### src/hdl/atrlf_pkg.sv
// shared types and constants for the at response line framer
// result kinds, response classes, framing characters and match texts
// no dependencies
package atrlf_pkg;

	typedef enum logic [1:0] {
		KIND_BYTE    = 2'd0,
		KIND_DONE    = 2'd1,
		KIND_DISCARD = 2'd2,
		KIND_TIMEOUT = 2'd3
	} kind_t;

	typedef enum logic [1:0] {
		RESP_DATA  = 2'd0,
		RESP_OK    = 2'd1,
		RESP_ERROR = 2'd2
	} resp_t;

	typedef enum logic {
		OP_BYTE = 1'b0,
		OP_TICK = 1'b1
	} op_t;

	// register index as decoded from paddr[2]
	typedef enum logic {
		REG_CAPACITY = 1'b0,
		REG_TIMEOUT  = 1'b1
	} reg_idx_t;

	localparam int ADDR_W = 3;
	localparam int CFG_W = 32;

	localparam logic [31:0] CAP_RESET = 32'd63;
	localparam logic [31:0] TMO_RESET = 32'd300;

	localparam logic [7:0] CH_CR = 8'h0D;
	localparam logic [7:0] CH_LF = 8'h0A;

	localparam int OK_LEN = 2;
	localparam int ERR_LEN = 5;
	localparam int CME_LEN = 12;
	localparam logic [3:0] CME_START = 4'd12;

	localparam logic [7:0] OK_TEXT [0:OK_LEN-1] = '{8'h4F, 8'h4B};
	localparam logic [7:0] ERR_TEXT [0:ERR_LEN-1] = '{8'h45, 8'h52, 8'h52, 8'h4F, 8'h52};
	localparam logic [7:0] CME_TEXT [0:CME_LEN-1] = '{
		8'h2B, 8'h43, 8'h4D, 8'h45, 8'h20, 8'h45,
		8'h52, 8'h52, 8'h4F, 8'h52, 8'h3A, 8'h20
	};

	typedef struct packed {
		logic       valid;
		kind_t      kind;
		resp_t      rtype;
		logic [7:0] pbyte;
		logic [3:0] start;
	} atrlf_res_t;

endpackage

### src/hdl/atrlf_cfg_regs.sv
// apb configuration registers: payload capacity and timeout ticks
// uses atrlf_pkg
module atrlf_cfg_regs import atrlf_pkg::*; #(
	parameter int LENGTH_BITS = 10,
	parameter int TIMER_BITS = 24
) (
	input  logic                   clk,
	input  logic                   arst_n,
	input  logic                   psel,
	input  logic                   penable,
	input  logic                   pwrite,
	input  logic [ADDR_W-1:0]      paddr,
	input  logic [CFG_W-1:0]       pwdata,
	output logic [CFG_W-1:0]       prdata,
	output logic                   pready,
	output logic [LENGTH_BITS-1:0] capacity,
	output logic [TIMER_BITS-1:0]  timeout
);

	logic     wr_en;
	reg_idx_t idx;

	assign pready = 1'b1;
	assign wr_en = psel & penable & pwrite;
	assign idx = reg_idx_t'(paddr[2]);

	always_ff @(posedge clk or negedge arst_n) begin
		if (!arst_n) begin
			capacity <= LENGTH_BITS'(CAP_RESET);
			timeout <= TIMER_BITS'(TMO_RESET);
		end else if (wr_en) begin
			unique case (idx)
				REG_CAPACITY: capacity <= pwdata[LENGTH_BITS-1:0];
				REG_TIMEOUT: timeout <= pwdata[TIMER_BITS-1:0];
				default: ;
			endcase
		end
	end

	always_comb begin
		unique case (idx)
			REG_CAPACITY: prdata = CFG_W'(capacity);
			REG_TIMEOUT: prdata = CFG_W'(timeout);
			default: prdata = '0;
		endcase
	end

endmodule

### src/hdl/atrlf_framer.sv
// line framer state, prefix matchers and idle timer with the per-item step logic
// uses atrlf_pkg; result goes out combinationally for the output register
module atrlf_framer import atrlf_pkg::*; #(
	parameter int LENGTH_BITS = 10,
	parameter int TIMER_BITS = 24
) (
	input  logic                   clk,
	input  logic                   arst_n,
	input  logic                   step,
	input  op_t                    opcode,
	input  logic [7:0]             rx_byte,
	input  logic [LENGTH_BITS-1:0] capacity,
	input  logic [TIMER_BITS-1:0]  timeout,
	output atrlf_res_t             res,
	output logic [LENGTH_BITS-1:0] res_index,
	output logic [LENGTH_BITS-1:0] res_length
);

	typedef enum logic [1:0] {
		ST_WAIT_CR = 2'd0,
		ST_WAIT_LF = 2'd1,
		ST_PAYLOAD = 2'd2,
		ST_STOP_LF = 2'd3
	} state_t;

	state_t                 state_q, state_d;
	logic [LENGTH_BITS-1:0] count_q, count_d;
	logic [TIMER_BITS-1:0]  idle_q, idle_d, idle_inc;
	logic                   ok_q, ok_d, err_q, err_d, cme_q, cme_d;
	logic [2:0]             err_idx;
	logic [3:0]             cme_idx;
	logic                   ok_hit, err_hit, cme_hit;

	assign idle_inc = (idle_q != '1) ? idle_q + 1'b1 : idle_q;
	assign err_idx = (count_q < LENGTH_BITS'(ERR_LEN)) ? count_q[2:0] : 3'd0;
	assign cme_idx = (count_q < LENGTH_BITS'(CME_LEN)) ? count_q[3:0] : 4'd0;
	assign ok_hit = (count_q < LENGTH_BITS'(OK_LEN)) && (rx_byte == OK_TEXT[count_q[0]]);
	assign err_hit = (count_q < LENGTH_BITS'(ERR_LEN)) && (rx_byte == ERR_TEXT[err_idx]);
	assign cme_hit = (rx_byte == CME_TEXT[cme_idx]);

	always_comb begin
		state_d = state_q;
		count_d = count_q;
		idle_d = idle_q;
		ok_d = ok_q;
		err_d = err_q;
		cme_d = cme_q;
		res = '{valid: 1'b0, kind: KIND_BYTE, rtype: RESP_DATA, pbyte: 8'd0, start: 4'd0};
		res_index = '0;
		res_length = '0;
		if (opcode == OP_TICK) begin
			idle_d = idle_inc;
			if (idle_inc >= timeout) begin
				idle_d = '0;
				state_d = ST_WAIT_CR;
				count_d = '0;
				{ok_d, err_d, cme_d} = 3'b111;
				res.valid = 1'b1;
				res.kind = KIND_TIMEOUT;
			end
		end else begin
			unique case (state_q)
				ST_WAIT_CR: begin
					if (rx_byte == CH_CR) begin
						state_d = ST_WAIT_LF;
						idle_d = '0;
					end
				end
				ST_WAIT_LF: begin
					if (rx_byte == CH_LF) begin
						state_d = ST_PAYLOAD;
						count_d = '0;
						{ok_d, err_d, cme_d} = 3'b111;
						idle_d = '0;
					end else if (rx_byte != CH_CR) begin
						state_d = ST_WAIT_CR;
						count_d = '0;
						{ok_d, err_d, cme_d} = 3'b111;
						res.valid = 1'b1;
						res.kind = KIND_DISCARD;
					end
				end
				ST_PAYLOAD: begin
					if (rx_byte == CH_CR) begin
						state_d = ST_STOP_LF;
						idle_d = '0;
					end else if (count_q >= capacity) begin
						state_d = ST_WAIT_CR;
						count_d = '0;
						{ok_d, err_d, cme_d} = 3'b111;
						res.valid = 1'b1;
						res.kind = KIND_DISCARD;
					end else begin
						ok_d = ok_q & ok_hit;
						err_d = err_q & err_hit;
						if (count_q < LENGTH_BITS'(CME_LEN))
							cme_d = cme_q & cme_hit;
						count_d = count_q + 1'b1;
						idle_d = '0;
						res.valid = 1'b1;
						res.kind = KIND_BYTE;
						res.pbyte = rx_byte;
						res_index = count_q;
					end
				end
				ST_STOP_LF: begin
					state_d = ST_WAIT_CR;
					count_d = '0;
					{ok_d, err_d, cme_d} = 3'b111;
					res.valid = 1'b1;
					if (rx_byte != CH_LF) begin
						res.kind = KIND_DISCARD;
					end else begin
						idle_d = '0;
						res.kind = KIND_DONE;
						res_length = count_q;
						priority if (ok_q && count_q == LENGTH_BITS'(OK_LEN)) begin
							res.rtype = RESP_OK;
						end else if (err_q && count_q == LENGTH_BITS'(ERR_LEN)) begin
							res.rtype = RESP_ERROR;
						end else if (cme_q && count_q >= LENGTH_BITS'(CME_LEN)) begin
							res.rtype = RESP_ERROR;
							res.start = CME_START;
							res_length = count_q - LENGTH_BITS'(CME_LEN);
						end else begin
							res.rtype = RESP_DATA;
						end
					end
				end
				default: ;
			endcase
		end
	end

	always_ff @(posedge clk or negedge arst_n) begin
		if (!arst_n) begin
			state_q <= ST_WAIT_CR;
			count_q <= '0;
			idle_q <= '0;
			ok_q <= 1'b1;
			err_q <= 1'b1;
			cme_q <= 1'b1;
		end else if (step) begin
			state_q <= state_d;
			count_q <= count_d;
			idle_q <= idle_d;
			ok_q <= ok_d;
			err_q <= err_d;
			cme_q <= cme_d;
		end
	end

	// before a line's payload begins the counter and matchers sit at restart values
	a_restart_values: assert property (@(posedge clk) disable iff (!arst_n)
		(state_q == ST_WAIT_CR || state_q == ST_WAIT_LF) |->
		(count_q == '0 && ok_q && err_q && cme_q))
		else $error("framer not restarted outside a line");

	a_timeout_on_tick: assert property (@(posedge clk) disable iff (!arst_n)
		(step && res.valid && res.kind == KIND_TIMEOUT) |-> (opcode == OP_TICK))
		else $error("timeout result from a byte transaction");

	a_payload_clears_idle: assert property (@(posedge clk) disable iff (!arst_n)
		(step && res.valid && res.kind == KIND_BYTE) |=>
		(idle_q == '0 && count_q == $past(count_q) + 1'b1))
		else $error("payload byte did not advance count or clear idle timer");

	a_cme_start: assert property (@(posedge clk) disable iff (!arst_n)
		(res.start != 4'd0) |-> (res.kind == KIND_DONE && res.rtype == RESP_ERROR))
		else $error("payload start set on a non error result");

endmodule

### src/hdl/at_response_line_framer_core.sv
// top level of the at response line framer: input register, framer, output register
// uses atrlf_pkg, atrlf_cfg_regs, atrlf_framer
//
// channel   direction  handshake          content
// s_*       in         s_tvalid/s_tready  tuser opcode, tdata rx_byte
// m_*       out        m_tvalid/m_tready  tuser kind, response_type; tdata payload fields
// apb       in/out     psel/penable       payload_capacity at 0x0, timeout_ticks at 0x4
//
// one transaction per cycle unless m_tready stalls: each item is held in the input register and
// is stepped through the framer into the output register, zero or one result per item
// a result enters the output register when its item is stepped out of the input register
// the output register refills in the cycle it is taken, so stalls on m_tready back up
// through s_tready without losing or repeating items
// reset puts the framer in wait for carriage return with registers at 63 and 300
module at_response_line_framer_core import atrlf_pkg::*; #(
	parameter int LENGTH_BITS = 10,
	parameter int TIMER_BITS = 24
) (
	input  logic              clk,
	input  logic              arst_n,
	input  logic              s_tvalid,
	output logic              s_tready,
	input  logic [7:0]        s_tdata,   // rx_byte
	input  logic [0:0]        s_tuser,   // opcode
	output logic              m_tvalid,
	input  logic              m_tready,
	output logic [((12 + 2 * LENGTH_BITS + 7) / 8) * 8 - 1:0] m_tdata,
	// payload_byte, byte_index, response_length, payload_start, zero fill
	output logic [3:0]        m_tuser,   // kind, response_type
	input  logic              psel,
	input  logic              penable,
	input  logic              pwrite,
	input  logic [ADDR_W-1:0] paddr,
	input  logic [CFG_W-1:0]  pwdata,
	output logic [CFG_W-1:0]  prdata,
	output logic              pready
);

	localparam int DATA_W = ((12 + 2 * LENGTH_BITS + 7) / 8) * 8;

	logic [LENGTH_BITS-1:0] capacity;
	logic [TIMER_BITS-1:0]  timeout;

	logic                   valid_s1;
	op_t                    op_s1;
	logic [7:0]             byte_s1;
	logic                   adv;

	atrlf_res_t             res;
	logic [LENGTH_BITS-1:0] res_index, res_length;

	logic                   valid_s2;
	kind_t                  kind_s2;
	resp_t                  rtype_s2;
	logic [7:0]             pbyte_s2;
	logic [LENGTH_BITS-1:0] index_s2, length_s2;
	logic [3:0]             start_s2;

	atrlf_cfg_regs #(
		.LENGTH_BITS(LENGTH_BITS),
		.TIMER_BITS (TIMER_BITS)
	) u_cfg (
		.clk     (clk),
		.arst_n  (arst_n),
		.psel    (psel),
		.penable (penable),
		.pwrite  (pwrite),
		.paddr   (paddr),
		.pwdata  (pwdata),
		.prdata  (prdata),
		.pready  (pready),
		.capacity(capacity),
		.timeout (timeout)
	);

	assign adv = valid_s1 & (~valid_s2 | m_tready);
	assign s_tready = ~valid_s1 | adv;

	always_ff @(posedge clk or negedge arst_n) begin
		if (!arst_n) begin
			valid_s1 <= 1'b0;
		end else if (s_tvalid && s_tready) begin
			valid_s1 <= 1'b1;
		end else if (adv) begin
			valid_s1 <= 1'b0;
		end
	end

	always_ff @(posedge clk) begin
		if (s_tvalid && s_tready) begin
			op_s1 <= op_t'(s_tuser[0]);
			byte_s1 <= s_tdata;
		end
	end

	atrlf_framer #(
		.LENGTH_BITS(LENGTH_BITS),
		.TIMER_BITS (TIMER_BITS)
	) u_framer (
		.clk       (clk),
		.arst_n    (arst_n),
		.step      (adv),
		.opcode    (op_s1),
		.rx_byte   (byte_s1),
		.capacity  (capacity),
		.timeout   (timeout),
		.res       (res),
		.res_index (res_index),
		.res_length(res_length)
	);

	always_ff @(posedge clk or negedge arst_n) begin
		if (!arst_n) begin
			valid_s2 <= 1'b0;
		end else if (adv) begin
			valid_s2 <= res.valid;
		end else if (m_tready) begin
			valid_s2 <= 1'b0;
		end
	end

	always_ff @(posedge clk) begin
		if (adv && res.valid) begin
			kind_s2 <= res.kind;
			rtype_s2 <= res.rtype;
			pbyte_s2 <= res.pbyte;
			index_s2 <= res_index;
			length_s2 <= res_length;
			start_s2 <= res.start;
		end
	end

	assign m_tvalid = valid_s2;
	assign m_tuser = {rtype_s2, kind_s2};
	assign m_tdata = DATA_W'({start_s2, length_s2, index_s2, pbyte_s2});

endmodule

### config.mk
export PLATFORM = sky130hd
export DESIGN_NAME = at_response_line_framer_core
export DESIGN_NICKNAME = d
export VERILOG_FILES = /design/src/hdl/atrlf_pkg.sv /design/src/hdl/atrlf_cfg_regs.sv /design/src/hdl/atrlf_framer.sv /design/src/hdl/at_response_line_framer_core.sv
export SDC_FILE = /design/constraint.sdc
export NUM_CORES = 1
export LEC_CHECK = 0
export BUFFER_PORTS_ARGS = -buffer_cell sky130_fd_sc_hd__clkbuf_2
export CORE_UTILIZATION = 40
export DETAILED_ROUTE_END_ITERATION = 8
export GPL_ROUTABILITY_DRIVEN = 0
export SYNTH_ARGS = -nofsm -noshare
export SYNTH_HDL_FRONTEND = slang
export SYNTH_SLANG_ARGS = --single-unit
### constraint.sdc
create_clock -name clk -period 10.46 [get_ports clk]
set_input_delay 1.046 -clock clk [delete_from_list [all_inputs] [get_ports clk]]
set_output_delay 1.046 -clock clk [all_outputs]
set_load 0.01 [all_outputs]
==> impl_metrics.env <==
export IMPL_ys_types=71
export IMPL_cts_hold_buf=0
export IMPL_slew_headroom=0.333
export IMPL_dieWidth_um=138
export IMPL_internal_power_w=0.00100
export IMPL_cts_tree="built"
export IMPL_hpwl_mm=12.8
export IMPL_max_clock_path_buffers=2
export IMPL_switching_share=0.276
export IMPL_yosys_warnings=0
export IMPL_maxCapViolCount=0
export IMPL_seq_area_frac_synth=0.425
export IMPL_cts_sinks=117
export IMPL_crit_fanout=13
export IMPL_worstSetupStartpointType="flop"
export IMPL_final_util=0.476
export IMPL_slew_viol_final=0
export IMPL_ant_nets=0
export IMPL_switchingPower_w=0.000382
export IMPL_firstDrtPassIters=7
export IMPL_syn_to_final_growth_pct=16.0
export IMPL_synth_area_sq_mm=0.00742
export IMPL_critical_path_arrival_ps=5100
export IMPL_tightest_slew_ps=1000
export IMPL_cts_setup_buffers=0
export IMPL_htreeDepth=4
export IMPL_syn_avg_cell_area_sq_um=9.81
export IMPL_initial_utilization=0.410
export IMPL_ys_ff_latch=117
export IMPL_drive_above_1_share=0.236
export IMPL_tns_ps=0
export IMPL_clock_skew_ps=9.36
export IMPL_finalHoldViolations=0
export IMPL_p_comb_frac=0.170
export IMPL_p_leak_nw=3.85
export IMPL_pre_cts_ws_ps=5770
export IMPL_rsz0062_at_grt="false"
export IMPL_wl_per_cell_um=16.5
export IMPL_crit_type="reg2reg"
export IMPL_end_kind="flop"
export IMPL_min_period_ps=4760
export IMPL_p_per_area_mw_per_mm2=161
export IMPL_layout_nets=939
export IMPL_fin_ws_ps=5700
export IMPL_path_clk_slew_ps=50
export IMPL_status="finished, violations left"
export IMPL_cts_resized=0
export IMPL_clock_latency_ps=420
export IMPL_grt_ovfl_total=0
export IMPL_async_flop_share=0.641
export IMPL_portBuffers=100
export IMPL_die_area_sq_mm=0.0191
export IMPL_hold_class="reg2reg"
export IMPL_crit_required_ps=10800
export IMPL_grt_pass1_vias=5506
export IMPL_busiest_layer="met2"
export IMPL_vdd_drop_max_mv=0.139
export IMPL_use_met3=0.0436
export IMPL_met1_usage=0.276
export IMPL_grt_max_degree=76
export IMPL_period_share=0.455
export IMPL_drt_initial_drc_count=396
export IMPL_rows=49
export IMPL_drc=11
export IMPL_track_usage=0.194
export IMPL_seqPwrFrac=0.409
export IMPL_power_w=0.00139
export IMPL_via_per_inst=5.37
export IMPL_grt_pass1_wl_mm=29.2
export IMPL_wirelength_mm=17.9
export IMPL_cts_buffers=17
export IMPL_ios=122
export IMPL_num_vias=5802
export IMPL_antenna_found_initial=0
export IMPL_fmax_mhz=210
export IMPL_hold_ws_ps=496
export IMPL_finalSetupViolCount=0
export IMPL_synthFlopType="dfrtp_1"
export IMPL_clockRootBuffer="clkbuf_16"
export IMPL_violations="DRC"
export IMPL_coreArea_sq_mm=0.0181
export IMPL_grt_use_met2=0.289
export IMPL_clkPwrFrac=0.421
export IMPL_diodes=0
export IMPL_syn_inst=756
export IMPL_synth_edf_count=42
export IMPL_dieHeight_um=138
## per-layer routing
metal  vias to the layer above  routed length (um)
met5                         -                   0
met4                         0                 333
met3                        21                 826
met2                       152                7760
met1                      2756                8930
li1                       2873                   -
## critical path: stages (launching register included)
cell      delay, ps
dfrtp_1         480
nand4_2         220
or4_4           590
nor3_1          330
and2_1          220
xnor2_1          70
ha_1            290
nand4_1         160
nor4_1          490
nand3_1         220
o211ai_2        660
nand2b_1        520
mux2_2          420
## sequential cells by signal, summed over array words and instances, names as in the netlist
signal            count
u_cfg.timeout        24
u_framer.idle_q      24
index_s2             10
length_s2            10
u_cfg.capacity       10
u_framer.count_q     10
byte_s1               8
pbyte_s2              8
kind_s2               2
rtype_s2              2
u_framer.state_q      2
m_tvalid              1
op_s1                 1
start_s2              1
u_framer.cme_q        1
u_framer.err_q        1
u_framer.ok_q         1
valid_s1              1
## metrics by stage
| stage | std cells | area [sq um] |
|---|---|---|
| floorplan | 765 | 7450 |
| global placement | 1049 | 8020 |
| detailed placement | 1049 | 8020 |
| CTS | 1080 | 8600 |
| global route | 1080 | 8600 |
| finish | 1080 | 8600 |
## final timing paths
check / slack [ps] / cells past startpoint / endpoint / from
max: 5700 / 12 / u_framer.err_q / u_framer.idle_q[4]
min: 500 / 2 / u_framer.ok_q / u_framer.ok_q
max reg2reg: 5700 / 12 / u_framer.err_q / u_framer.idle_q[4]
min reg2reg: 500 / 2 / u_framer.ok_q / u_framer.ok_q
max in group asynchronous: 9020 / 1 / u_framer.idle_q[5] / arst_n
min in group asynchronous: 790 / 1 / u_cfg.capacity[9] / arst_n
## cells in the mapped netlist (4+ instances only)
| master | count | area (sq um) |
|---|---|---|
| nor2b_1 | 6 | 37.5 |
| o31ai_1 | 7 | 52.6 |
| a31oi_1 | 9 | 56.3 |
| nand3_1 | 22 | 110 |
| nand4_1 | 12 | 75.1 |
| and3_1 | 15 | 93.8 |
| or3_1 | 7 | 43.8 |
| a211oi_1 | 9 | 67.6 |
| buf_2 | 14 | 70.1 |
| and2_1 | 21 | 131 |
| clkbuf_1 | 19 | 71.3 |
| o2bb2ai_1 | 7 | 61.3 |
| xor2_1 | 10 | 87.6 |
| nor4_1 | 6 | 37.5 |
| o211ai_1 | 4 | 30.0 |
| dfrtp_1 | 62 | 1550 |
| nand2_1 | 52 | 195 |
| nand2b_1 | 7 | 43.8 |
| mux2_2 | 36 | 405 |
| or4_1 | 10 | 75.1 |
| o21ai_0 | 32 | 160 |
| edfxtp_1 | 42 | 1260 |
| dfstp_2 | 13 | 342 |
| a21oi_1 | 39 | 195 |
| inv_1 | 61 | 229 |
| buf_4 | 17 | 128 |
| a22o_1 | 12 | 105 |
| ha_1 | 49 | 613 |
| nor2_1 | 44 | 165 |
| mux2i_1 | 4 | 40.0 |
| xnor2_1 | 18 | 158 |
| a21o_1 | 8 | 60.1 |
| nor3_1 | 30 | 150 |
## layout make-up
| cell class | instances | area [sq um] |
|---|---|---|
| clock buffer | 20 | 447 |
| clock inverter | 11 | 134 |
| fill | 1719 | 9480 |
| inverter | 61 | 229 |
| multi-input combinational | 537 | 3810 |
| sequential | 117 | 3150 |
| tap | 229 | 287 |
| timing repair buffer | 105 | 541 |
## power groups by stage
stage | logic, W | registers (W) | clock network (W)
after CTS | 0.000239 | 0.000566 | 0.000592
after global placement | 0.000235 | 0.000573 | 0
after detailed placement | 0.000238 | 0.000575 | 0
after floorplan | 0.000168 | 0.000561 | 0
after global routing | 0.000270 | 0.000574 | 0.000611
final | 0.000236 | 0.000566 | 0.000583
## kinds of logic after synthesis
kind of cell	after synthesis	synth area share
compound gates	150	0.136
xor+xnor	28	0.0331
fa+ha+maj	49	0.0827
simple gates	259	0.194
mux	40	0.0601
other cells	2	0.00101
buf+inv	111	0.0672
flops	117	0.425
## cells in the final DEF (no fill, tap or decap), types with 12 or more instances in the layout
master     netlist  final
a22o_1          12     12
and2_1          21     21
and3_1          15     15
inv_1           61     61
o21ai_0         32     32
mux2_2          36     36
nand4_1         12     12
xnor2_1         18     18
dfrtp_1         62     62
edfxtp_1        42     42
clkbuf_16        0     17
a21oi_1         39     39
nor3_1          30     30
dfstp_2         13     13
nand3_1         22     22
ha_1            49     49
clkbuf_2         0     99
nor2_1          44     43
nand2_1         52     52
No activity file was read; power rests on OpenSTA's default activity.
